## src/rtl/core/ocp_pkg.sv

```systemverilog
package ocp_pkg;

	// Field widths fixed by the tour format
	localparam int CITY_W = 6;
	localparam int CUT_W  = 5;
	localparam int CC_W   = 6;

	localparam logic [CC_W-1:0] CC_RESET = 6'd32;

endpackage

```

## src/rtl/core/ocp_if.sv

```systemverilog
interface ocp_in_if;
	import ocp_pkg::*;

	logic              valid;
	logic              ready;
	logic [CITY_W-1:0] mother_city;
	logic [CITY_W-1:0] father_city;
	logic [CUT_W-1:0]  cut_point;

	modport source (output valid, output mother_city, output father_city, output cut_point,
		input ready);
	modport sink (input valid, input mother_city, input father_city, input cut_point,
		output ready);
endinterface

interface ocp_out_if;
	import ocp_pkg::*;

	logic              valid;
	logic              ready;
	logic [CITY_W-1:0] child_one_city;
	logic [CITY_W-1:0] child_two_city;
	logic              last_position;

	modport source (output valid, output child_one_city, output child_two_city,
		output last_position, input ready);
	modport sink (input valid, input child_one_city, input child_two_city,
		input last_position, output ready);
endinterface

```

## src/rtl/core/ocp_front.sv

```systemverilog
module ocp_front #(
	parameter int MAX_CITIES = 32,
	localparam int AW = $clog2(MAX_CITIES),
	localparam int CW = $clog2(MAX_CITIES + 1),
	localparam int JOB_W = 1 + 2 * CW + 2 * MAX_CITIES
) (
	input  logic                      clk,
	input  logic                      arst_n,
	ocp_in_if.sink                    parents,
	input  logic                      cfg_wr_en,
	input  logic [ocp_pkg::CC_W-1:0]  cfg_wr_data,
	output logic                      par_we,
	output logic                      par_bank,
	output logic [AW-1:0]             par_idx,
	output logic [ocp_pkg::CITY_W-1:0] par_mother,
	output logic [ocp_pkg::CITY_W-1:0] par_father,
	output logic                      job_push,
	output logic [JOB_W-1:0]          job_data,
	input  logic                      job_release
);
	import ocp_pkg::*;

	function automatic logic [MAX_CITIES-1:0] city_mask(input logic [CITY_W-1:0] c);
		logic [MAX_CITIES-1:0] m;
		m = '0;
		for (int j = 0; j < MAX_CITIES; j++) begin
			m[j] = (int'(c) == j + 1);
		end
		return m;
	endfunction

	logic [CC_W-1:0]       city_count_q;
	logic [AW-1:0]         pos_q;
	logic [CUT_W-1:0]      held_cut_q;
	logic [MAX_CITIES-1:0] map1_q;
	logic [MAX_CITIES-1:0] map2_q;
	logic                  bank_q;
	logic [1:0]            banks_used_q;

	logic [CW-1:0]         tour_len;
	logic [CUT_W-1:0]      cut_now;
	logic                  accept;
	logic                  in_prefix;
	logic                  last_pos;
	logic [MAX_CITIES-1:0] map1_nxt;
	logic [MAX_CITIES-1:0] map2_nxt;
	logic [CW-1:0]         job_cut;

	// Clamp the register into 2..MAX_CITIES
	always_comb begin
		if (city_count_q < CC_W'(2)) begin
			tour_len = CW'(2);
		end else if (int'(city_count_q) > MAX_CITIES) begin
			tour_len = CW'(MAX_CITIES);
		end else begin
			tour_len = CW'(city_count_q);
		end
	end

	assign parents.ready = (banks_used_q != 2'd2);
	assign accept        = parents.valid && parents.ready;
	assign cut_now       = (pos_q == '0) ? parents.cut_point : held_cut_q;
	assign in_prefix     = int'(pos_q) < int'(cut_now);
	assign map1_nxt      = map1_q | (in_prefix ? city_mask(parents.mother_city) : '0);
	assign map2_nxt      = map2_q | (in_prefix ? city_mask(parents.father_city) : '0);
	assign last_pos      = (CW'(pos_q) + CW'(1)) == tour_len;
	assign job_cut       = (int'(cut_now) < int'(tour_len)) ? CW'(cut_now) : tour_len;

	assign par_we     = accept;
	assign par_bank   = bank_q;
	assign par_idx    = pos_q;
	assign par_mother = parents.mother_city;
	assign par_father = parents.father_city;

	assign job_push = accept && last_pos;
	assign job_data = {bank_q, tour_len, job_cut, map1_nxt, map2_nxt};

	always_ff @(posedge clk or negedge arst_n) begin
		if (!arst_n) begin
			city_count_q <= CC_RESET;
			pos_q        <= '0;
			held_cut_q   <= CUT_W'(1);
			map1_q       <= '0;
			map2_q       <= '0;
			bank_q       <= 1'b0;
		end else if (cfg_wr_en) begin
			city_count_q <= cfg_wr_data;
			pos_q        <= '0;
			map1_q       <= '0;
			map2_q       <= '0;
		end else if (accept) begin
			if (pos_q == '0) begin
				held_cut_q <= parents.cut_point;
			end
			if (last_pos) begin
				pos_q  <= '0;
				map1_q <= '0;
				map2_q <= '0;
				bank_q <= ~bank_q;
			end else begin
				pos_q  <= pos_q + AW'(1);
				map1_q <= map1_nxt;
				map2_q <= map2_nxt;
			end
		end
	end

	// Banks taken by loaded pairs not yet fully emitted
	always_ff @(posedge clk or negedge arst_n) begin
		if (!arst_n) begin
			banks_used_q <= 2'd0;
		end else begin
			case ({job_push, job_release})
				2'b10:   banks_used_q <= banks_used_q + 2'd1;
				2'b01:   banks_used_q <= banks_used_q - 2'd1;
				default: banks_used_q <= banks_used_q;
			endcase
		end
	end

endmodule

```

## src/rtl/core/ocp_job_fifo.sv

```systemverilog
module ocp_job_fifo #(
	parameter int WIDTH = 8
) (
	input  logic             clk,
	input  logic             arst_n,
	input  logic             push,
	input  logic [WIDTH-1:0] push_data,
	input  logic             pop,
	output logic             not_empty,
	output logic [WIDTH-1:0] pop_data
);
	import ocp_pkg::*;

	logic [WIDTH-1:0] slot_q [2];
	logic             wr_ptr_q;
	logic             rd_ptr_q;
	logic [1:0]       count_q;

	assign not_empty = (count_q != 2'd0);
	assign pop_data  = slot_q[rd_ptr_q];

	always_ff @(posedge clk) begin
		if (push) begin
			slot_q[wr_ptr_q] <= push_data;
		end
	end

	always_ff @(posedge clk or negedge arst_n) begin
		if (!arst_n) begin
			wr_ptr_q <= 1'b0;
			rd_ptr_q <= 1'b0;
			count_q  <= 2'd0;
		end else begin
			if (push) begin
				wr_ptr_q <= ~wr_ptr_q;
			end
			if (pop) begin
				rd_ptr_q <= ~rd_ptr_q;
			end
			case ({push, pop})
				2'b10:   count_q <= count_q + 2'd1;
				2'b01:   count_q <= count_q - 2'd1;
				default: count_q <= count_q;
			endcase
		end
	end

	a_no_overflow: assert property (@(posedge clk) disable iff (!arst_n)
		push |-> (count_q != 2'd2 || pop))
		else $error("job queue overflow");

endmodule

```

## src/rtl/core/ocp_back.sv

```systemverilog
module ocp_back #(
	parameter int MAX_CITIES = 32,
	localparam int AW = $clog2(MAX_CITIES),
	localparam int CW = $clog2(MAX_CITIES + 1),
	localparam int JOB_W = 1 + 2 * CW + 2 * MAX_CITIES
) (
	input  logic                       clk,
	input  logic                       arst_n,
	ocp_out_if.source                  children,
	input  logic                       par_we,
	input  logic                       par_bank,
	input  logic [AW-1:0]              par_idx,
	input  logic [ocp_pkg::CITY_W-1:0] par_mother,
	input  logic [ocp_pkg::CITY_W-1:0] par_father,
	input  logic                       job_valid,
	input  logic [JOB_W-1:0]           job_data,
	output logic                       job_pop,
	output logic                       job_release
);
	import ocp_pkg::*;

	localparam logic [1:0] ST_IDLE = 2'd0;
	localparam logic [1:0] ST_WALK = 2'd1;
	localparam logic [1:0] ST_EMIT = 2'd2;

	function automatic logic [MAX_CITIES-1:0] city_mask(input logic [CITY_W-1:0] c);
		logic [MAX_CITIES-1:0] m;
		m = '0;
		for (int j = 0; j < MAX_CITIES; j++) begin
			m[j] = (int'(c) == j + 1);
		end
		return m;
	endfunction

	// Parent stores, two banks; child tails written by the walk
	logic [CITY_W-1:0] mother_mem [2][MAX_CITIES];
	logic [CITY_W-1:0] father_mem [2][MAX_CITIES];
	logic [CITY_W-1:0] tail1_mem [MAX_CITIES];
	logic [CITY_W-1:0] tail2_mem [MAX_CITIES];

	logic [1:0]            state_q;
	logic [CW-1:0]         idx_q;
	logic [CW-1:0]         cnt1_q;
	logic [CW-1:0]         cnt2_q;
	logic                  walk_v_s1;
	logic                  walk_last_s1;
	logic                  emit_v_s1;
	logic                  out_v_q;

	logic                  bank_q;
	logic [CW-1:0]         n_q;
	logic [CW-1:0]         cut_q;
	logic [MAX_CITIES-1:0] map1_q;
	logic [MAX_CITIES-1:0] map2_q;
	logic [CITY_W-1:0]     par_m_s1;
	logic [CITY_W-1:0]     par_f_s1;
	logic [CITY_W-1:0]     tail1_s1;
	logic [CITY_W-1:0]     tail2_s1;
	logic                  emit_pre_s1;
	logic                  emit_ok1_s1;
	logic                  emit_ok2_s1;
	logic                  emit_last_s1;
	logic [CITY_W-1:0]     c1_q;
	logic [CITY_W-1:0]     c2_q;
	logic                  last_q;

	logic          walk_issue;
	logic          emit_issue;
	logic          adv_out;
	logic          emit_done;
	logic          take1;
	logic          take2;
	logic [CW-1:0] room;
	logic [CW-1:0] tail_idx;
	logic [AW-1:0] rd_idx;

	assign room       = n_q - cut_q;
	assign tail_idx   = idx_q - cut_q;
	assign rd_idx     = idx_q[AW-1:0];
	assign walk_issue = (state_q == ST_WALK) && (idx_q != n_q);
	assign adv_out    = emit_v_s1 && (!out_v_q || children.ready);
	assign emit_issue = (state_q == ST_EMIT) && (idx_q != n_q) && (!emit_v_s1 || adv_out);
	assign emit_done  = (state_q == ST_EMIT) && (idx_q == n_q) && !emit_v_s1;
	assign take1 = walk_v_s1 && !(|(map1_q & city_mask(par_f_s1))) && (cnt1_q < room);
	assign take2 = walk_v_s1 && !(|(map2_q & city_mask(par_m_s1))) && (cnt2_q < room);

	assign job_pop     = (state_q == ST_IDLE) && job_valid;
	assign job_release = emit_done;

	assign children.valid          = out_v_q;
	assign children.child_one_city = c1_q;
	assign children.child_two_city = c2_q;
	assign children.last_position  = last_q;

	// Memories
	always_ff @(posedge clk) begin
		if (par_we) begin
			mother_mem[par_bank][par_idx] <= par_mother;
			father_mem[par_bank][par_idx] <= par_father;
		end
		if (walk_issue || emit_issue) begin
			par_m_s1 <= mother_mem[bank_q][rd_idx];
			par_f_s1 <= father_mem[bank_q][rd_idx];
		end
		if (take1) begin
			tail1_mem[cnt1_q[AW-1:0]] <= par_f_s1;
		end
		if (take2) begin
			tail2_mem[cnt2_q[AW-1:0]] <= par_m_s1;
		end
		if (emit_issue) begin
			tail1_s1 <= tail1_mem[tail_idx[AW-1:0]];
			tail2_s1 <= tail2_mem[tail_idx[AW-1:0]];
		end
	end

	// Job fields and emission payload
	always_ff @(posedge clk) begin
		if (job_pop) begin
			{bank_q, n_q, cut_q, map1_q, map2_q} <= job_data;
		end
		if (emit_issue) begin
			emit_pre_s1  <= idx_q < cut_q;
			emit_ok1_s1  <= tail_idx < cnt1_q;
			emit_ok2_s1  <= tail_idx < cnt2_q;
			emit_last_s1 <= (idx_q + CW'(1)) == n_q;
		end
		if (adv_out) begin
			c1_q   <= emit_pre_s1 ? par_m_s1 : (emit_ok1_s1 ? tail1_s1 : '0);
			c2_q   <= emit_pre_s1 ? par_f_s1 : (emit_ok2_s1 ? tail2_s1 : '0);
			last_q <= emit_last_s1;
		end
	end

	always_ff @(posedge clk or negedge arst_n) begin
		if (!arst_n) begin
			state_q      <= ST_IDLE;
			idx_q        <= '0;
			cnt1_q       <= '0;
			cnt2_q       <= '0;
			walk_v_s1    <= 1'b0;
			walk_last_s1 <= 1'b0;
			emit_v_s1    <= 1'b0;
			out_v_q      <= 1'b0;
		end else begin
			case (state_q)
				ST_IDLE: begin
					if (job_valid) begin
						state_q <= ST_WALK;
						idx_q   <= '0;
						cnt1_q  <= '0;
						cnt2_q  <= '0;
					end
				end
				ST_WALK: begin
					if (walk_issue) begin
						idx_q <= idx_q + CW'(1);
					end
					if (walk_v_s1 && walk_last_s1) begin
						state_q <= ST_EMIT;
						idx_q   <= '0;
					end
					if (take1) begin
						cnt1_q <= cnt1_q + CW'(1);
					end
					if (take2) begin
						cnt2_q <= cnt2_q + CW'(1);
					end
				end
				ST_EMIT: begin
					if (emit_issue) begin
						idx_q <= idx_q + CW'(1);
					end
					if (emit_done) begin
						state_q <= ST_IDLE;
					end
				end
				default: state_q <= ST_IDLE;
			endcase

			walk_v_s1    <= walk_issue;
			walk_last_s1 <= walk_issue && ((idx_q + CW'(1)) == n_q);

			if (emit_issue) begin
				emit_v_s1 <= 1'b1;
			end else if (adv_out) begin
				emit_v_s1 <= 1'b0;
			end

			if (adv_out) begin
				out_v_q <= 1'b1;
			end else if (children.ready) begin
				out_v_q <= 1'b0;
			end
		end
	end

	a_tail_fits: assert property (@(posedge clk) disable iff (!arst_n)
		(state_q != ST_IDLE) |-> (cnt1_q <= room && cnt2_q <= room))
		else $error("child tail overruns its room");

	a_walk_in_walk: assert property (@(posedge clk) disable iff (!arst_n)
		walk_v_s1 |-> (state_q == ST_WALK))
		else $error("walk data outside walk phase");

	a_emit_in_emit: assert property (@(posedge clk) disable iff (!arst_n)
		emit_v_s1 |-> (state_q == ST_EMIT))
		else $error("emission data outside emit phase");

endmodule

```

## src/rtl/core/order_crossover_permutation_unit.sv

```systemverilog
// Load: one parent position per cycle while parents.ready is high; ready drops while both banks
// hold pairs not yet emitted. The pair is handed to the back end on the last position.
// The back end walks, then emits each pair; the next pair loads into the other bank meanwhile.
// Reset (arst_n low) clears control, the job queue and the prefix maps, sets city_count to 32;
// parent and child stores keep their contents and are always rewritten before use.
module order_crossover_permutation_unit #(
	parameter int MAX_CITIES = 32
) (
	input  logic                      clk,
	input  logic                      arst_n,
	ocp_in_if.sink                    parents,
	ocp_out_if.source                 children,
	input  logic                      cfg_wr_en,
	input  logic [ocp_pkg::CC_W-1:0]  cfg_wr_data
);
	import ocp_pkg::*;

	localparam int AW    = $clog2(MAX_CITIES);
	localparam int CW    = $clog2(MAX_CITIES + 1);
	localparam int JOB_W = 1 + 2 * CW + 2 * MAX_CITIES;

	// Parent store write port: front end writes the loading bank
	logic              par_we;
	logic              par_bank;
	logic [AW-1:0]     par_idx;
	logic [CITY_W-1:0] par_mother;
	logic [CITY_W-1:0] par_father;

	// Job hand-off: bank, tour length, clamped cut and both prefix maps
	logic             job_push;
	logic [JOB_W-1:0] job_push_data;
	logic             job_pop;
	logic             job_valid;
	logic [JOB_W-1:0] job_pop_data;
	logic             job_release;

	// Front end: accept parent requests, store them, build the prefix maps
	ocp_front #(
		.MAX_CITIES (MAX_CITIES)
	) u_front (
		.clk         (clk),
		.arst_n      (arst_n),
		.parents     (parents),
		.cfg_wr_en   (cfg_wr_en),
		.cfg_wr_data (cfg_wr_data),
		.par_we      (par_we),
		.par_bank    (par_bank),
		.par_idx     (par_idx),
		.par_mother  (par_mother),
		.par_father  (par_father),
		.job_push    (job_push),
		.job_data    (job_push_data),
		.job_release (job_release)
	);

	// Two-entry queue: one entry per parent bank
	ocp_job_fifo #(
		.WIDTH (JOB_W)
	) u_job_fifo (
		.clk       (clk),
		.arst_n    (arst_n),
		.push      (job_push),
		.push_data (job_push_data),
		.pop       (job_pop),
		.not_empty (job_valid),
		.pop_data  (job_pop_data)
	);

	// Back end: walk the other parent, then emit both children with an output register
	ocp_back #(
		.MAX_CITIES (MAX_CITIES)
	) u_back (
		.clk         (clk),
		.arst_n      (arst_n),
		.children    (children),
		.par_we      (par_we),
		.par_bank    (par_bank),
		.par_idx     (par_idx),
		.par_mother  (par_mother),
		.par_father  (par_father),
		.job_valid   (job_valid),
		.job_data    (job_pop_data),
		.job_pop     (job_pop),
		.job_release (job_release)
	);

endmodule
```

## src/flat_wrapper.sv

```systemverilog
// flat-port wrapper written by rule: the top's interface ports become plain ports
module order_crossover_permutation_unit_flat import ocp_pkg::*;
#(
	parameter int MAX_CITIES = 32
)
  (clk, arst_n, cfg_wr_en, cfg_wr_data, parents_valid, parents_mother_city, parents_father_city, parents_cut_point, parents_ready, children_valid, children_child_one_city, children_child_two_city, children_last_position, children_ready);
  ocp_in_if parents_i ();
  ocp_out_if children_i ();
  input  logic clk;
  input  logic arst_n;
  input  logic cfg_wr_en;
  input  logic [ocp_pkg::CC_W-1:0] cfg_wr_data;
  input wire logic [$bits(parents_i.valid)-1:0] parents_valid;
  input wire logic [$bits(parents_i.mother_city)-1:0] parents_mother_city;
  input wire logic [$bits(parents_i.father_city)-1:0] parents_father_city;
  input wire logic [$bits(parents_i.cut_point)-1:0] parents_cut_point;
  output wire logic [$bits(parents_i.ready)-1:0] parents_ready;
  output wire logic [$bits(children_i.valid)-1:0] children_valid;
  output wire logic [$bits(children_i.child_one_city)-1:0] children_child_one_city;
  output wire logic [$bits(children_i.child_two_city)-1:0] children_child_two_city;
  output wire logic [$bits(children_i.last_position)-1:0] children_last_position;
  input wire logic [$bits(children_i.ready)-1:0] children_ready;
  assign parents_i.valid = parents_valid;
  assign parents_i.mother_city = parents_mother_city;
  assign parents_i.father_city = parents_father_city;
  assign parents_i.cut_point = parents_cut_point;
  assign parents_ready = parents_i.ready;
  assign children_valid = children_i.valid;
  assign children_child_one_city = children_i.child_one_city;
  assign children_child_two_city = children_i.child_two_city;
  assign children_last_position = children_i.last_position;
  assign children_i.ready = children_ready;
  order_crossover_permutation_unit #(.MAX_CITIES(MAX_CITIES)) u_core (.clk(clk), .arst_n(arst_n), .parents(parents_i), .children(children_i), .cfg_wr_en(cfg_wr_en), .cfg_wr_data(cfg_wr_data));
endmodule
```

## config.mk

```make
export PLATFORM = sky130hd
export DESIGN_NAME = order_crossover_permutation_unit_flat
export DESIGN_NICKNAME = d
export VERILOG_FILES = /design/src/rtl/core/ocp_pkg.sv /design/src/rtl/core/ocp_if.sv /design/src/rtl/core/ocp_front.sv /design/src/rtl/core/ocp_job_fifo.sv /design/src/rtl/core/ocp_back.sv /design/src/rtl/core/order_crossover_permutation_unit.sv /design/src/flat_wrapper.sv
export SDC_FILE = /design/constraint.sdc
export NUM_CORES = 1
export LEC_CHECK = 0
export BUFFER_PORTS_ARGS = -buffer_cell sky130_fd_sc_hd__buf_2
export CAP_MARGIN = 20
export CORE_MARGIN = 1
export CORE_UTILIZATION = 52
export DETAILED_ROUTE_END_ITERATION = 8
export GPL_TIMING_DRIVEN = 0
export PLACE_DENSITY = 0.79
export SYNTH_ARGS = -nofsm -noshare
export SYNTH_HDL_FRONTEND = slang
export SYNTH_SLANG_ARGS = --single-unit
```

## constraint.sdc

```tcl
create_clock -name clk -period 6.9 [get_ports clk]
set_input_delay 1.38 -clock clk [delete_from_list [all_inputs] [get_ports clk]]
set_output_delay 1.38 -clock clk [all_outputs]
set_load 0.005 [all_outputs]
```

==> impl_metrics.ini <==
[global_route]
grt_pass1_vias = 33230
antenna_found_initial = 1
grt_pass1_wl_mm = 216.9
grt_use_total = 0.2459
grt_max_degree = 63
grt-ovfl-total = 0

[worst_setup_path]
end_kind = register
worst_setup_path_start_kind = register
critPathKind = register to register
reg2regPathDepth = 10
reg2reg_to = u_core.u_back.tail1_mem[23][5]
cp.required_ns = 7.31
critPathCapture = u_core.u_back.tail1_mem[23][5]
path_max_fanout = 30
r2r_start = u_core.u_back.par_f_s1[3]
critPathLaunch = u_core.u_back.par_f_s1[3]
rrSetupSlack_ns = 1.99
crit_arrival_ns = 5.32

[sta]
finalSetupViolCount = 0
fin_skew_ns = 0.03770
relSlewSlack = 0.2368
final.min_clock_period_ns = 4.910
period_share = 0.7115
fmaxAchievable_mhz = 203.7
drv_slew = 0
final.setup.tns_ns = 0
tightest_slew_ns = 1.141
rsz0062_at_grt = false
finalHoldViolCount = 0

[synthesis]
synth_fa_ha_area_frac = 0.01190
synth_compound_area_frac = 0.04793
avgSynthCellArea_sq_um = 18.39
yosys.cell_count.top_type = edfxtp_1
synth_top_family_by_area = multiplexers
ys_async_sr_fraction = 0.07231
synthTopCellsByCount = edfxtp_1, mux4_2, nor2_1, mux2i_1, dfrtp_1
synth_cell_types = 81
synthXorXnorAreaFrac = 0.004390
ys_seq_area_frac = 0.7364
yosys_warnings = 0
synth-simple-area-share = 0.04160
yosys.area.top_type = edfxtp_1
synth_area_leaders = edfxtp_1, mux4_2, dfrtp_1, mux2i_1, mux2_2
ys_seq_elements = 1535
netlist_area_sq_mm = 0.06184
synth_top_area_frac = 0.6914
synth_ff_type = edfxtp_1
syn_inst = 3363
muxShareOfSynthArea = 0.1424
synth_edf_count = 1424

[placed_design]
gp_congestion = 1.009
dpl.cell_count = 4973
port_buffers = 42
dp_hpwl_mm = 95.25

[final_layout]
area_growth_pct = 13.14
fin_util = 0.5934
fin_nets = 3730
n_antenna_cell = 0
instances_no_fill = 5301
n_fill_cell = 8181
final_layout_size_suffix_gt1_frac = 0.2101

[clock_network]
post_cts_buffers = 0
worstSkewPairLatency_ns = 0.78
cts_resized = 0
cts_sinks = 1535
clockBufferDepth = 3
htreeDepth = 4
tritoncts = built
cts_hold_buf = 0
clkTransAtPathRegs_ns = 0.06
cts-root-buf = clkbuf_16
numCtsBuffers = 151

[detailed_routing]
vias_per_cell = 6.318
route.detailed.drc = 0
num_vias = 33490
ant_nets = 0
finalWirelength_mm = 148.2
routedWlPerCell_um = 27.95
drt-initial-drc-count = 4131
drt_pass1_iterations = 6

[job]
maxCapViolations = 0

[power]
cellPowerDensity_mw_per_mm2 = 389.1
peakVddDrop_uv = 362.4
leakagePower_nw = 23.22
power.total_mw = 27.23

[die]
die_x_um = 346.9
io_pins = 43
die_area_sq_mm = 0.1203
core_sq_mm = 0.1179
row_count = 126
start_util = 0.5244
die_h_um = 346.9

[run_status]
status = completed

[hold_path]
hp-class = register to register
-- layout by cell type (no fill, tap or decap), types with 88 or more instances in the layout --
cell,synthesis,layout
o21ai_0,104,104
dfrtp_1,109,109
clkbuf_16,0,153
buf_2,49,90
mux2_2,105,105
edfxtp_1,1424,1424
mux2i_1,163,163
nor2_1,239,238
mux4_2,266,266
clkbuf_1,108,149
nand2_1,88,88
-- kinds of logic after synthesis --
family,Yosys count
AOI/OAI and AO/OA,424
xor gates and xnor gates,31
adders and majority gates,58
buffers and inverters,233
DFF,1535
muxes,534
other,1
and+or+nand+nor,547
-- where the power goes --
group          switching (mW)  leakage (nW)  internal [mW]  total, mW
combinational            4.45          6.50           3.25       7.70
clock                    3.50          2.29           4.44       7.94
sequential              0.377          14.4           11.2       11.6
-- state kept, by name, indices dropped and copies added, names as in the netlist, 32 cells and up --
| register | count |
|---|---|
| u_core.u_back.father_mem | 384 |
| u_core.u_back.map1_q | 32 |
| u_core.u_back.map2_q | 32 |
| u_core.u_back.mother_mem | 384 |
| u_core.u_back.tail1_mem | 192 |
| u_core.u_back.tail2_mem | 192 |
| u_core.u_front.map1_q | 32 |
| u_core.u_front.map2_q | 32 |
| u_core.u_job_fifo.slot_q | 154 |
-- through the flow --
step           worst slack (ns)  hold slack [ns]  instance area [sq um]
2_1_floorplan             1.242           0.4003                  61850
3_3_place_gp             -1.192           0.4437                  63980
3_5_place_dp              2.032           0.4616                  64700
4_1_cts                   2.059           0.4740                  69440
5_1_grt                   1.872           0.4779                  69970
6_report                  1.990           0.4733                  69970
-- how the worst min path moves through the flow --
stage | from | endpoint | depth (start not counted)
2_1_floorplan | u_core.u_back.emit_last_s1 | u_core.u_back.children.last_position | 0
3_3_place_gp | u_core.u_back.emit_last_s1 | u_core.u_back.children.last_position | 0
3_5_place_dp | u_core.u_back.emit_last_s1 | u_core.u_back.children.last_position | 0
4_1_cts | u_core.u_front.banks_used_q[1] | u_core.u_front.banks_used_q[1] | 1
5_1_grt | u_core.u_back.emit_last_s1 | u_core.u_back.children.last_position | 0
6_report | u_core.u_job_fifo.count_q[1] | u_core.u_job_fifo.count_q[1] | 1
-- critical path, stage by stage, from the launching register on --
cell and delay [ns]:
edfxtp_1 0.63, buf_16 0.23, clkbuf_1 0.58, inv_1 0.32
a31o_2 0.28, a21o_1 0.17, a211oi_1 0.75, o221a_2 0.37
buf_2 0.23, nand2_1 0.34, nor2_1 0.64
-- final cells by class --
cell class | instances | area [sq um] | area share
clock buffer | 197 | 4024 | 0.05751
inverter | 51 | 191.4 | 0.002736
buffer | 182 | 759.5 | 0.01085
clock inverter | 75 | 713.2 | 0.01019
sequential | 1535 | 45540 | 0.6509
timing repair buffer | 129 | 1436 | 0.02053
multi-input combinational | 1596 | 15380 | 0.2199
tap | 1536 | 1922 | 0.02747
-- per-layer routing --
layer  vias to the layer above  share of wire  track usage
li1                      14110              -            -
met1                     17080           0.37       0.3218
met2                      1951           0.49       0.4057
met3                       352          0.094      0.05095
met4                         0          0.039      0.09635
met5                         -              0            0
Note: power is estimated with default switching activity, not from simulation.
